## config.mk

```make
export PLATFORM = sky130hd
export DESIGN_NAME = xor_framed_packet_receiver_flat
export DESIGN_NICKNAME = d
export VERILOG_FILES = /design/src/rtl/core/xfpr_pkg.sv /design/src/rtl/core/xfpr_if.sv /design/src/rtl/core/xfpr_front.sv /design/src/rtl/core/xfpr_queue.sv /design/src/rtl/core/xfpr_back.sv /design/src/rtl/core/xor_framed_packet_receiver.sv /design/src/flat_wrapper.sv
export SDC_FILE = /design/constraint.sdc
export NUM_CORES = 1
export LEC_CHECK = 0
export BUFFER_PORTS_ARGS = -buffer_cell sky130_fd_sc_hd__buf_2
export CAP_MARGIN = 20
export CORE_MARGIN = 2
export CORE_UTILIZATION = 49
export DETAILED_ROUTE_END_ITERATION = 7
export PLACE_DENSITY_LB_ADDON = 0.2
export SLEW_MARGIN = 25
export SYNTH_ARGS = -nofsm -noshare
export SYNTH_HDL_FRONTEND = slang
export SYNTH_SLANG_ARGS = --single-unit
```

## constraint.sdc

```tcl
create_clock -name clock -period 8.3 [get_ports clock]
set_clock_uncertainty 0.05 [all_clocks]
set_input_delay 0.83 -clock clock [delete_from_list [all_inputs] [get_ports clock]]
set_output_delay 0.83 -clock clock [all_outputs]
set_load 0.05 [all_outputs]
```

## src/rtl/core/xfpr_pkg.sv

```systemverilog
// Shared types and constants of the XOR framed packet receiver.
// No dependencies; the front, queue, back and top files refer to it by scoped names.
package xfpr_pkg;

   // Parser phases, one-hot
   typedef enum logic [6:0] {
      PH_HUNT    = 7'b0000001,
      PH_CMD     = 7'b0000010,
      PH_LEN     = 7'b0000100,
      PH_SEQLO   = 7'b0001000,
      PH_SEQHI   = 7'b0010000,
      PH_PAYLOAD = 7'b0100000,
      PH_CHECK   = 7'b1000000
   } phase_type;

   typedef logic [1:0] status_type;
   localparam status_type ST_OK         = 2'd0;
   localparam status_type ST_OVERLENGTH = 2'd1;
   localparam status_type ST_BADSUM     = 2'd2;

   // Configuration register indexes
   localparam logic [7:0] CSR_SYNC       = 8'd0;
   localparam logic [7:0] CSR_REPLY_SYNC = 8'd1;
   localparam logic [7:0] CSR_MAX_LENGTH = 8'd2;
   localparam logic [7:0] CSR_TIMEOUT    = 8'd3;

   // Configuration reset values
   localparam logic [7:0] SYNC_RESET       = 8'hA5;
   localparam logic [7:0] REPLY_SYNC_RESET = 8'h5A;
   localparam logic [7:0] MAX_LENGTH_RESET = 8'd32;
   localparam logic [7:0] TIMEOUT_RESET    = 8'd30;

   localparam logic [7:0] IDLE_MAX = 8'hFF;

   // Reply beat positions
   typedef logic [1:0] beat_type;
   localparam beat_type BEAT_SYNC   = 2'd0;
   localparam beat_type BEAT_SEQLO  = 2'd1;
   localparam beat_type BEAT_SEQHI  = 2'd2;
   localparam beat_type BEAT_STATUS = 2'd3;

   // One queued reply
   typedef struct packed {
      logic [7:0]  rsync;
      logic [15:0] seq;
      status_type  status;
   } reply_type;

   // Queue side of the front/back hand-off
   typedef struct packed {
      logic full;
      logic empty;
   } qstat_type;

endpackage

```

## src/rtl/core/xfpr_if.sv

```systemverilog
// Channel interfaces of the XOR framed packet receiver: request, reply, register write.
// Stand-alone; no package needed.
interface xfpr_req_if;
   logic       valid;
   logic       ready;
   logic       action;
   logic [7:0] data_byte;
   modport source (output valid, action, data_byte, input ready);
   modport sink   (input valid, action, data_byte, output ready);
endinterface

interface xfpr_rsp_if;
   logic       valid;
   logic       ready;
   logic [7:0] reply_byte;
   logic       reply_last;
   modport source (output valid, reply_byte, reply_last, input ready);
   modport sink   (input valid, reply_byte, reply_last, output ready);
endinterface

interface xfpr_csr_if;
   logic       valid;
   logic       ready;
   logic [7:0] reg_index;
   logic [7:0] wdata;
   modport source (output valid, reg_index, wdata, input ready);
   modport sink   (input valid, reg_index, wdata, output ready);
endinterface

```

## src/rtl/core/xfpr_front.sv

```systemverilog
// Front end: configuration registers, packet parser and idle timer.
// Uses xfpr_pkg and the request and register-write interfaces.
module xfpr_front (
   input  logic                clock,
   input  logic                reset,
   xfpr_req_if.sink            req_bus,
   xfpr_csr_if.sink            csr_bus,
   input  xfpr_pkg::qstat_type qstat,
   output logic                push,
   output xfpr_pkg::reply_type push_data
);

   logic [7:0] sync_ff, rsync_ff, maxlen_ff, timeout_ff;
   xfpr_pkg::phase_type phase_ff, phase_in;
   logic [7:0]  len_ff, len_in;
   logic [15:0] seq_ff, seq_in;
   logic [7:0]  xor_ff, xor_in;
   logic [7:0]  cnt_ff, cnt_in;
   logic [7:0]  idle_ff, idle_in;
   logic [7:0]  idle_sat;
   logic [7:0]  cnt_next;
   logic        accept;
   logic        csr_accept;
   xfpr_pkg::status_type status;
   logic [7:0]  b;

   assign req_bus.ready = !qstat.full;
   assign accept        = req_bus.valid && req_bus.ready;
   assign csr_bus.ready = 1'b1;
   assign csr_accept    = csr_bus.valid && csr_bus.ready;
   assign b             = req_bus.data_byte;
   assign idle_sat      = (idle_ff == xfpr_pkg::IDLE_MAX) ? idle_ff : idle_ff + 8'd1;
   assign cnt_next      = cnt_ff + 8'd1;

   always_ff @(posedge clock) begin
      if (reset) begin
         sync_ff    <= xfpr_pkg::SYNC_RESET;
         rsync_ff   <= xfpr_pkg::REPLY_SYNC_RESET;
         maxlen_ff  <= xfpr_pkg::MAX_LENGTH_RESET;
         timeout_ff <= xfpr_pkg::TIMEOUT_RESET;
      end else if (csr_accept) begin
         unique case (csr_bus.reg_index)
            xfpr_pkg::CSR_SYNC:       sync_ff    <= csr_bus.wdata;
            xfpr_pkg::CSR_REPLY_SYNC: rsync_ff   <= csr_bus.wdata;
            xfpr_pkg::CSR_MAX_LENGTH: maxlen_ff  <= csr_bus.wdata;
            xfpr_pkg::CSR_TIMEOUT:    timeout_ff <= csr_bus.wdata;
            default: ;
         endcase
      end
   end

   always_comb begin
      phase_in = phase_ff;
      len_in   = len_ff;
      seq_in   = seq_ff;
      xor_in   = xor_ff;
      cnt_in   = cnt_ff;
      idle_in  = idle_ff;
      push     = 1'b0;
      status   = xfpr_pkg::ST_OK;
      if (accept) begin
         if (req_bus.action) begin
            // tick: count idle time, drop a stalled packet
            idle_in = idle_sat;
            if (phase_ff != xfpr_pkg::PH_HUNT && idle_sat > timeout_ff) begin
               phase_in = xfpr_pkg::PH_HUNT;
               xor_in   = 8'd0;
               cnt_in   = 8'd0;
            end
         end else begin
            idle_in = 8'd0;
            unique case (phase_ff)
               xfpr_pkg::PH_CMD: begin
                  xor_in   = b;
                  phase_in = xfpr_pkg::PH_LEN;
               end
               xfpr_pkg::PH_LEN: begin
                  len_in = b;
                  if (b > maxlen_ff) begin
                     push     = 1'b1;
                     status   = xfpr_pkg::ST_OVERLENGTH;
                     phase_in = xfpr_pkg::PH_HUNT;
                     xor_in   = 8'd0;
                     cnt_in   = 8'd0;
                  end else begin
                     xor_in   = xor_ff ^ b;
                     phase_in = xfpr_pkg::PH_SEQLO;
                  end
               end
               xfpr_pkg::PH_SEQLO: begin
                  seq_in   = {8'd0, b};
                  xor_in   = xor_ff ^ b;
                  phase_in = xfpr_pkg::PH_SEQHI;
               end
               xfpr_pkg::PH_SEQHI: begin
                  seq_in   = {b, seq_ff[7:0]};
                  xor_in   = xor_ff ^ b;
                  cnt_in   = 8'd0;
                  phase_in = (len_ff == 8'd0) ? xfpr_pkg::PH_CHECK : xfpr_pkg::PH_PAYLOAD;
               end
               xfpr_pkg::PH_PAYLOAD: begin
                  cnt_in = cnt_next;
                  xor_in = xor_ff ^ b;
                  if (cnt_next == len_ff) phase_in = xfpr_pkg::PH_CHECK;
               end
               xfpr_pkg::PH_CHECK: begin
                  push     = 1'b1;
                  status   = (b == xor_ff) ? xfpr_pkg::ST_OK : xfpr_pkg::ST_BADSUM;
                  phase_in = xfpr_pkg::PH_HUNT;
                  xor_in   = 8'd0;
                  cnt_in   = 8'd0;
               end
               default: begin
                  // hunt, and any stray code
                  phase_in = (b == sync_ff) ? xfpr_pkg::PH_CMD : xfpr_pkg::PH_HUNT;
               end
            endcase
         end
      end
   end

   assign push_data.rsync  = rsync_ff;
   assign push_data.seq    = seq_ff;
   assign push_data.status = status;

   always_ff @(posedge clock) begin
      if (reset) begin
         phase_ff <= xfpr_pkg::PH_HUNT;
         len_ff   <= 8'd0;
         seq_ff   <= 16'd0;
         xor_ff   <= 8'd0;
         cnt_ff   <= 8'd0;
         idle_ff  <= 8'd0;
      end else begin
         phase_ff <= phase_in;
         len_ff   <= len_in;
         seq_ff   <= seq_in;
         xor_ff   <= xor_in;
         cnt_ff   <= cnt_in;
         idle_ff  <= idle_in;
      end
   end

   a_check_to_hunt: assert property (@(posedge clock) disable iff (reset)
      accept && !req_bus.action && phase_ff == xfpr_pkg::PH_CHECK
      |=> phase_ff == xfpr_pkg::PH_HUNT && xor_ff == 8'd0)
      else $error("parser did not return to hunt after checksum byte");

endmodule

```

## src/rtl/core/xfpr_queue.sv

```systemverilog
// Reply descriptor queue between parser and reply serializer.
// Uses xfpr_pkg for the descriptor and status types.
module xfpr_queue #(
   parameter int DEPTH = 4
) (
   input  logic                clock,
   input  logic                reset,
   input  logic                push,
   input  xfpr_pkg::reply_type push_data,
   input  logic                pop,
   output xfpr_pkg::reply_type head,
   output xfpr_pkg::qstat_type qstat
);

   localparam int PW = (DEPTH > 1) ? $clog2(DEPTH) : 1;
   localparam int CW = $clog2(DEPTH + 1);

   xfpr_pkg::reply_type slot_ff [DEPTH];
   logic [PW-1:0] wr_ff, rd_ff;
   logic [CW-1:0] count_ff;

   assign qstat.full  = (count_ff == CW'(DEPTH));
   assign qstat.empty = (count_ff == '0);
   assign head        = slot_ff[rd_ff];

   always_ff @(posedge clock) begin
      if (push) slot_ff[wr_ff] <= push_data;
   end

   always_ff @(posedge clock) begin
      if (reset) begin
         wr_ff    <= '0;
         rd_ff    <= '0;
         count_ff <= '0;
      end else begin
         if (push) wr_ff <= (wr_ff == PW'(DEPTH - 1)) ? '0 : wr_ff + 1'b1;
         if (pop)  rd_ff <= (rd_ff == PW'(DEPTH - 1)) ? '0 : rd_ff + 1'b1;
         if (push && !pop)      count_ff <= count_ff + 1'b1;
         else if (pop && !push) count_ff <= count_ff - 1'b1;
      end
   end

   a_no_overflow: assert property (@(posedge clock) disable iff (reset)
      push |-> !qstat.full || pop)
      else $error("reply queue overflow");

   a_no_underflow: assert property (@(posedge clock) disable iff (reset)
      pop |-> !qstat.empty)
      else $error("reply queue underflow");

endmodule

```

## src/rtl/core/xfpr_back.sv

```systemverilog
// Back end: serializes each queued reply into four output beats.
// Uses xfpr_pkg and the reply interface.
module xfpr_back (
   input  logic                clock,
   input  logic                reset,
   input  xfpr_pkg::reply_type head,
   input  xfpr_pkg::qstat_type qstat,
   output logic                pop,
   xfpr_rsp_if.source          rsp_bus
);

   xfpr_pkg::reply_type cur_ff;
   xfpr_pkg::beat_type  beat_ff;
   logic                busy_ff;
   logic                out_accept;
   logic                last_beat;

   assign last_beat  = (beat_ff == xfpr_pkg::BEAT_STATUS);
   assign out_accept = rsp_bus.valid && rsp_bus.ready;
   // load the next reply when idle or as the final beat leaves
   assign pop = !qstat.empty && (!busy_ff || (out_accept && last_beat));

   always_ff @(posedge clock) begin
      if (pop) cur_ff <= head;
   end

   always_ff @(posedge clock) begin
      if (reset) begin
         busy_ff <= 1'b0;
         beat_ff <= xfpr_pkg::BEAT_SYNC;
      end else if (pop) begin
         busy_ff <= 1'b1;
         beat_ff <= xfpr_pkg::BEAT_SYNC;
      end else if (out_accept) begin
         if (last_beat) busy_ff <= 1'b0;
         beat_ff <= beat_ff + 2'd1;
      end
   end

   always_comb begin
      unique case (beat_ff)
         xfpr_pkg::BEAT_SYNC:   rsp_bus.reply_byte = cur_ff.rsync;
         xfpr_pkg::BEAT_SEQLO:  rsp_bus.reply_byte = cur_ff.seq[7:0];
         xfpr_pkg::BEAT_SEQHI:  rsp_bus.reply_byte = cur_ff.seq[15:8];
         xfpr_pkg::BEAT_STATUS: rsp_bus.reply_byte = {6'd0, cur_ff.status};
         default:               rsp_bus.reply_byte = cur_ff.rsync;
      endcase
   end

   assign rsp_bus.valid      = busy_ff;
   assign rsp_bus.reply_last = last_beat;

   a_last_wraps: assert property (@(posedge clock) disable iff (reset)
      out_accept && last_beat |=> beat_ff == xfpr_pkg::BEAT_SYNC)
      else $error("beat counter did not restart after final reply beat");

endmodule

```

## src/rtl/core/xor_framed_packet_receiver.sv

```systemverilog
// Top level of the XOR framed packet receiver: parser, reply queue, serializer.
// Depends on xfpr_pkg, xfpr_if, xfpr_front, xfpr_queue and xfpr_back.
//
//  channel   dir  payload                 handshake
//  req_bus   in   action, data_byte       valid/ready, beat on valid & ready
//  rsp_bus   out  reply_byte, reply_last  valid/ready, beat on valid & ready
//  csr_bus   in   reg_index, wdata        valid/ready, ready always high
//
// One request beat is taken every cycle while the reply queue has room;
// req_bus.ready drops only when QUEUE_DEPTH replies are waiting.
// A reply's first beat passes a queue slot, then the serializer's register;
// one beat per cycle as rsp_bus.ready allows: four beats per reply.
// Reset is synchronous, active high, and restores the default registers.
// A stall on rsp_bus holds the current beat and backs up the queue, then req_bus.
module xor_framed_packet_receiver #(
   parameter int QUEUE_DEPTH = 4
) (
   input logic         clock,
   input logic         reset,
   xfpr_req_if.sink    req_bus,
   xfpr_rsp_if.source  rsp_bus,
   xfpr_csr_if.sink    csr_bus
);

   logic                push;
   logic                pop;
   xfpr_pkg::reply_type push_data;
   xfpr_pkg::reply_type head;
   xfpr_pkg::qstat_type qstat;

   // Parse request beats, push one descriptor per reply
   xfpr_front u_front (
      .clock     (clock),
      .reset     (reset),
      .req_bus   (req_bus),
      .csr_bus   (csr_bus),
      .qstat     (qstat),
      .push      (push),
      .push_data (push_data)
   );

   // Decouple parser from the output side
   xfpr_queue #(
      .DEPTH (QUEUE_DEPTH)
   ) u_queue (
      .clock     (clock),
      .reset     (reset),
      .push      (push),
      .push_data (push_data),
      .pop       (pop),
      .head      (head),
      .qstat     (qstat)
   );

   // Drain descriptors as four-beat bursts
   xfpr_back u_back (
      .clock   (clock),
      .reset   (reset),
      .head    (head),
      .qstat   (qstat),
      .pop     (pop),
      .rsp_bus (rsp_bus)
   );

endmodule
```

## src/flat_wrapper.sv

```systemverilog
// flat-port wrapper written by rule: the top's interface ports become plain ports
module xor_framed_packet_receiver_flat 
#(
   parameter int QUEUE_DEPTH = 4
)
  (clock, reset, req_bus_valid, req_bus_action, req_bus_data_byte, req_bus_ready, rsp_bus_valid, rsp_bus_reply_byte, rsp_bus_reply_last, rsp_bus_ready, csr_bus_valid, csr_bus_reg_index, csr_bus_wdata, csr_bus_ready);
  xfpr_req_if req_bus_i ();
  xfpr_rsp_if rsp_bus_i ();
  xfpr_csr_if csr_bus_i ();
  input logic clock;
  input logic reset;
  input wire logic [$bits(req_bus_i.valid)-1:0] req_bus_valid;
  input wire logic [$bits(req_bus_i.action)-1:0] req_bus_action;
  input wire logic [$bits(req_bus_i.data_byte)-1:0] req_bus_data_byte;
  output wire logic [$bits(req_bus_i.ready)-1:0] req_bus_ready;
  output wire logic [$bits(rsp_bus_i.valid)-1:0] rsp_bus_valid;
  output wire logic [$bits(rsp_bus_i.reply_byte)-1:0] rsp_bus_reply_byte;
  output wire logic [$bits(rsp_bus_i.reply_last)-1:0] rsp_bus_reply_last;
  input wire logic [$bits(rsp_bus_i.ready)-1:0] rsp_bus_ready;
  input wire logic [$bits(csr_bus_i.valid)-1:0] csr_bus_valid;
  input wire logic [$bits(csr_bus_i.reg_index)-1:0] csr_bus_reg_index;
  input wire logic [$bits(csr_bus_i.wdata)-1:0] csr_bus_wdata;
  output wire logic [$bits(csr_bus_i.ready)-1:0] csr_bus_ready;
  assign req_bus_i.valid = req_bus_valid;
  assign req_bus_i.action = req_bus_action;
  assign req_bus_i.data_byte = req_bus_data_byte;
  assign req_bus_ready = req_bus_i.ready;
  assign rsp_bus_valid = rsp_bus_i.valid;
  assign rsp_bus_reply_byte = rsp_bus_i.reply_byte;
  assign rsp_bus_reply_last = rsp_bus_i.reply_last;
  assign rsp_bus_i.ready = rsp_bus_ready;
  assign csr_bus_i.valid = csr_bus_valid;
  assign csr_bus_i.reg_index = csr_bus_reg_index;
  assign csr_bus_i.wdata = csr_bus_wdata;
  assign csr_bus_ready = csr_bus_i.ready;
  xor_framed_packet_receiver #(.QUEUE_DEPTH(QUEUE_DEPTH)) u_core (.clock(clock), .reset(reset), .req_bus(req_bus_i), .rsp_bus(rsp_bus_i), .csr_bus(csr_bus_i));
endmodule
```

==> impl_metrics.json <==
{
  "status": "finished clean",
  "dr.pass1.iters": 7,
  "io_pins": 42,
  "fin_crit_ns": 4.05,
  "relSlewSlack_pct": 36.4,
  "core_region_area_um2": 20300,
  "vias_per_cell": 5.71,
  "pwr-share-seq_pct": 45.9,
  "cp.required_ns": 8.65,
  "start_kind": "flip-flop",
  "top_register": "u_core.u_queue.slot_ff",
  "h-tree-depth": 1,
  "power.internal_mw": 2.18,
  "antenna_found_initial": 0,
  "finalCritPeriodShare_pct": 48.8,
  "diodes": 0,
  "die_w_um": 148,
  "p_leak_nw": 4.16,
  "synth.avg_cell_area_um2": 12.3,
  "rsz0062_at_grt": "false",
  "top_regs": "u_core.u_queue.slot_ff: 104 flops, u_core.u_back.cur_ff: 26 flops, u_core.u_front.seq_ff: 16 flops",
  "synth_warnings": 0,
  "cts_inserted_buffers": 24,
  "drtIter0Drc": 407,
  "synth.top_cell.area_share_pct": 38.4,
  "hold_class": "reg -> reg",
  "combPwrFrac_pct": 16.4,
  "whs_ns": 0.434,
  "p_per_area_nw_per_um2": 260,
  "grt_util_all_layers_pct": 20.3,
  "clk_latency_ns": 0.51,
  "finalSetupTns_ns": 0,
  "netlist_top_cells_area": "edfxtp_1 (38%), dfxtp_1 (19%), mux4_2 (5.8%), mux2i_1 (5.6%), ha_1 (3.4%)",
  "post_cts_resize_count": 0,
  "hold_viol_final": 0,
  "post-route-drc-count": 0,
  "max_freq_ghz": 0.247,
  "ir_drop_mv": 0.171,
  "netlist_instances": 825,
  "switching_share_pct": 26.9,
  "setup_violations": 0,
  "grt_pass1_wl_um": 35000,
  "async_flop_share_pct": 0,
  "nNetsFinal": 914,
  "drive_gt1_share_pct": 15.5,
  "vias": 6527,
  "critPathArrivalTime_ns": 4.40,
  "tritoncts": "done",
  "ant_nets": 0,
  "wirelength_um": 22100,
  "cts-root-buf": "clkbuf_16",
  "cts_setup_buffers": 0,
  "synthFlopType": "edfxtp_1",
  "tightest_slew_ns": 0.948,
  "initial_core_util_pct": 50.0,
  "synth_edf_count": 130,
  "seq_area_frac_synth_pct": 57.5,
  "clock_path_buffers": 3,
  "grt_pass1_vias": 6506,
  "portBuffers": 40,
  "grt-ovfl-total": 0,
  "wl_per_cell_um": 19.3,
  "largest_reg_flops": 104,
  "synth.cell_area_um2": 10200,
  "slew_violations": 0,
  "syn_nets": 884,
  "fp.dieH_um": 148,
  "gp_congestion": 0.872,
  "crit_type": "reg -> reg",
  "pwr-share-clk_pct": 37.7,
  "switchingPower_mw": 0.799,
  "syn_to_final_growth_pct": 12.5,
  "fp.dieArea_um2": 21900,
  "ys_ff_latch": 227,
  "clkSinkCount": 227,
  "ctsHoldBuffers": 0,
  "cp_max_fo": 9,
  "rows": 52,
  "dp_hpwl_um": 15100,
  "maxCapViolCount": 0,
  "grt_max_degree": 67,
  "fin_util_pct": 56.3,
  "synth_top_area_cell": "edfxtp_1",
  "cts.clk_slew.worst_paths_ns": 0.06,
  "cp-end-kind": "flip-flop",
  "ys_types": 72
}
==> worst max-delay path: stages (launching register included) <==
cell and delay [ns]:
dfxtp_1 0.42, ha_1 0.24, nand2_1 0.12, nor3_1 0.61, nor3_1 0.14, xor2_1 0.20, ha_1 0.33, nand4_1 0.15
nor2_1 0.06, or4_1 0.58, o21ai_2 0.41, o21bai_4 0.28, mux2_2 0.37
==> Yosys cell counts, drive strengths merged (6+ instances only) <==
cell      n
o211ai    7
nor3     19
inv      41
xor2     30
a22oi    18
o221ai    9
mux2i    57
or3       7
o31ai    11
nor2     77
ha       28
nor4     13
a21oi    18
nor2b     6
nand3    19
buf      17
o21ai    28
clkbuf   29
nand2b    9
and3      6
nand2    50
xnor2     6
mux4     26
and2      6
dfxtp    97
edfxtp  130
==> path summary, 6_finish.rpt <==
kind / start / to / slack, ns / cells after the start
setup / recovery: u_core.u_front.idle_ff[0] / u_core.u_front.phase_ff[2] / 4.25 / 12
hold / removal: u_core.u_front.timeout_ff[2] / u_core.u_front.timeout_ff[2] / 0.43 / 2
setup reg to reg: u_core.u_front.idle_ff[0] / u_core.u_front.phase_ff[2] / 4.25 / 12
hold reg to reg: u_core.u_front.timeout_ff[2] / u_core.u_front.timeout_ff[2] / 0.43 / 2
==> layout by cell type (no fill, tap or decap), types with 7 or more instances in the layout <==
| cell type | instances |
|---|---|
| a21oi_1 | 17 |
| a22oi_1 | 18 |
| buf_2 | 40 |
| buf_4 | 10 |
| clkbuf_16 | 24 |
| dfxtp_1 | 96 |
| edfxtp_1 | 130 |
| ha_1 | 28 |
| inv_1 | 40 |
| mux2i_1 | 57 |
| mux4_2 | 26 |
| nand2_1 | 50 |
| nand2b_1 | 9 |
| nand3_1 | 18 |
| nor2_1 | 76 |
| nor3_1 | 16 |
| nor4_1 | 12 |
| o211ai_1 | 7 |
| o21ai_0 | 25 |
| o221ai_1 | 9 |
| o31ai_1 | 10 |
| or3_1 | 7 |
| xor2_1 | 30 |
==> per-layer routing <==
metal / vias up / GRT usage, % / wire length (µm)
li1: 3126 / - / -
met1: 3188 / 28.2 / 9900
met2: 171 / 33.2 / 10600
met3: 42 / 3.09 / 949
met4: 0 / 6.29 / 654
met5: - / 0 / 0
==> cell type report <==
type	instances	area (µm²)
fillers	1685	8870
flip-flops and latches	227	5850
multi-input cells	511	3970
clock buffers	25	604
well taps	270	338
repair buffers	50	275
clock inverters	19	241
inverters	41	154
==> metrics by stage <==
stage	power (mW)	cells	setup slack, ns	instance area [µm²]
after floorplan	1.75	825	4.39	10200
after global placement	1.87	1099	4.10	10600
after detailed placement	1.88	1099	3.88	10600
after CTS	3.00	1143	4.27	11400
after global routing	3.09	1143	3.89	11400
final	2.98	1143	4.25	11400
==> power groups by stage <==
stage	clock, mW	sequential (mW)	combinational [mW]
2_1_floorplan	0	1.35	0.396
3_3_place_gp	0	1.39	0.478
3_5_place_dp	0	1.39	0.489
4_1_cts	1.15	1.37	0.490
5_1_grt	1.19	1.38	0.522
6_report	1.12	1.37	0.488
==> cell families (layout without fill, tap and decap cells) <==
family / after synthesis / after routing / synth area share (%)
simple gates: 235 / 235 / 11.8
flops: 227 / 227 / 57.5
compound gates: 122 / 122 / 8.44
mux: 88 / 88 / 11.9
buf+inv: 87 / 135 / 3.51
xor+xnor: 36 / 36 / 3.10
fa+ha+maj: 29 / 29 / 3.65
other cells: 1 / 1 / 0.0369
Note: power is estimated with default switching activity, not from simulation.
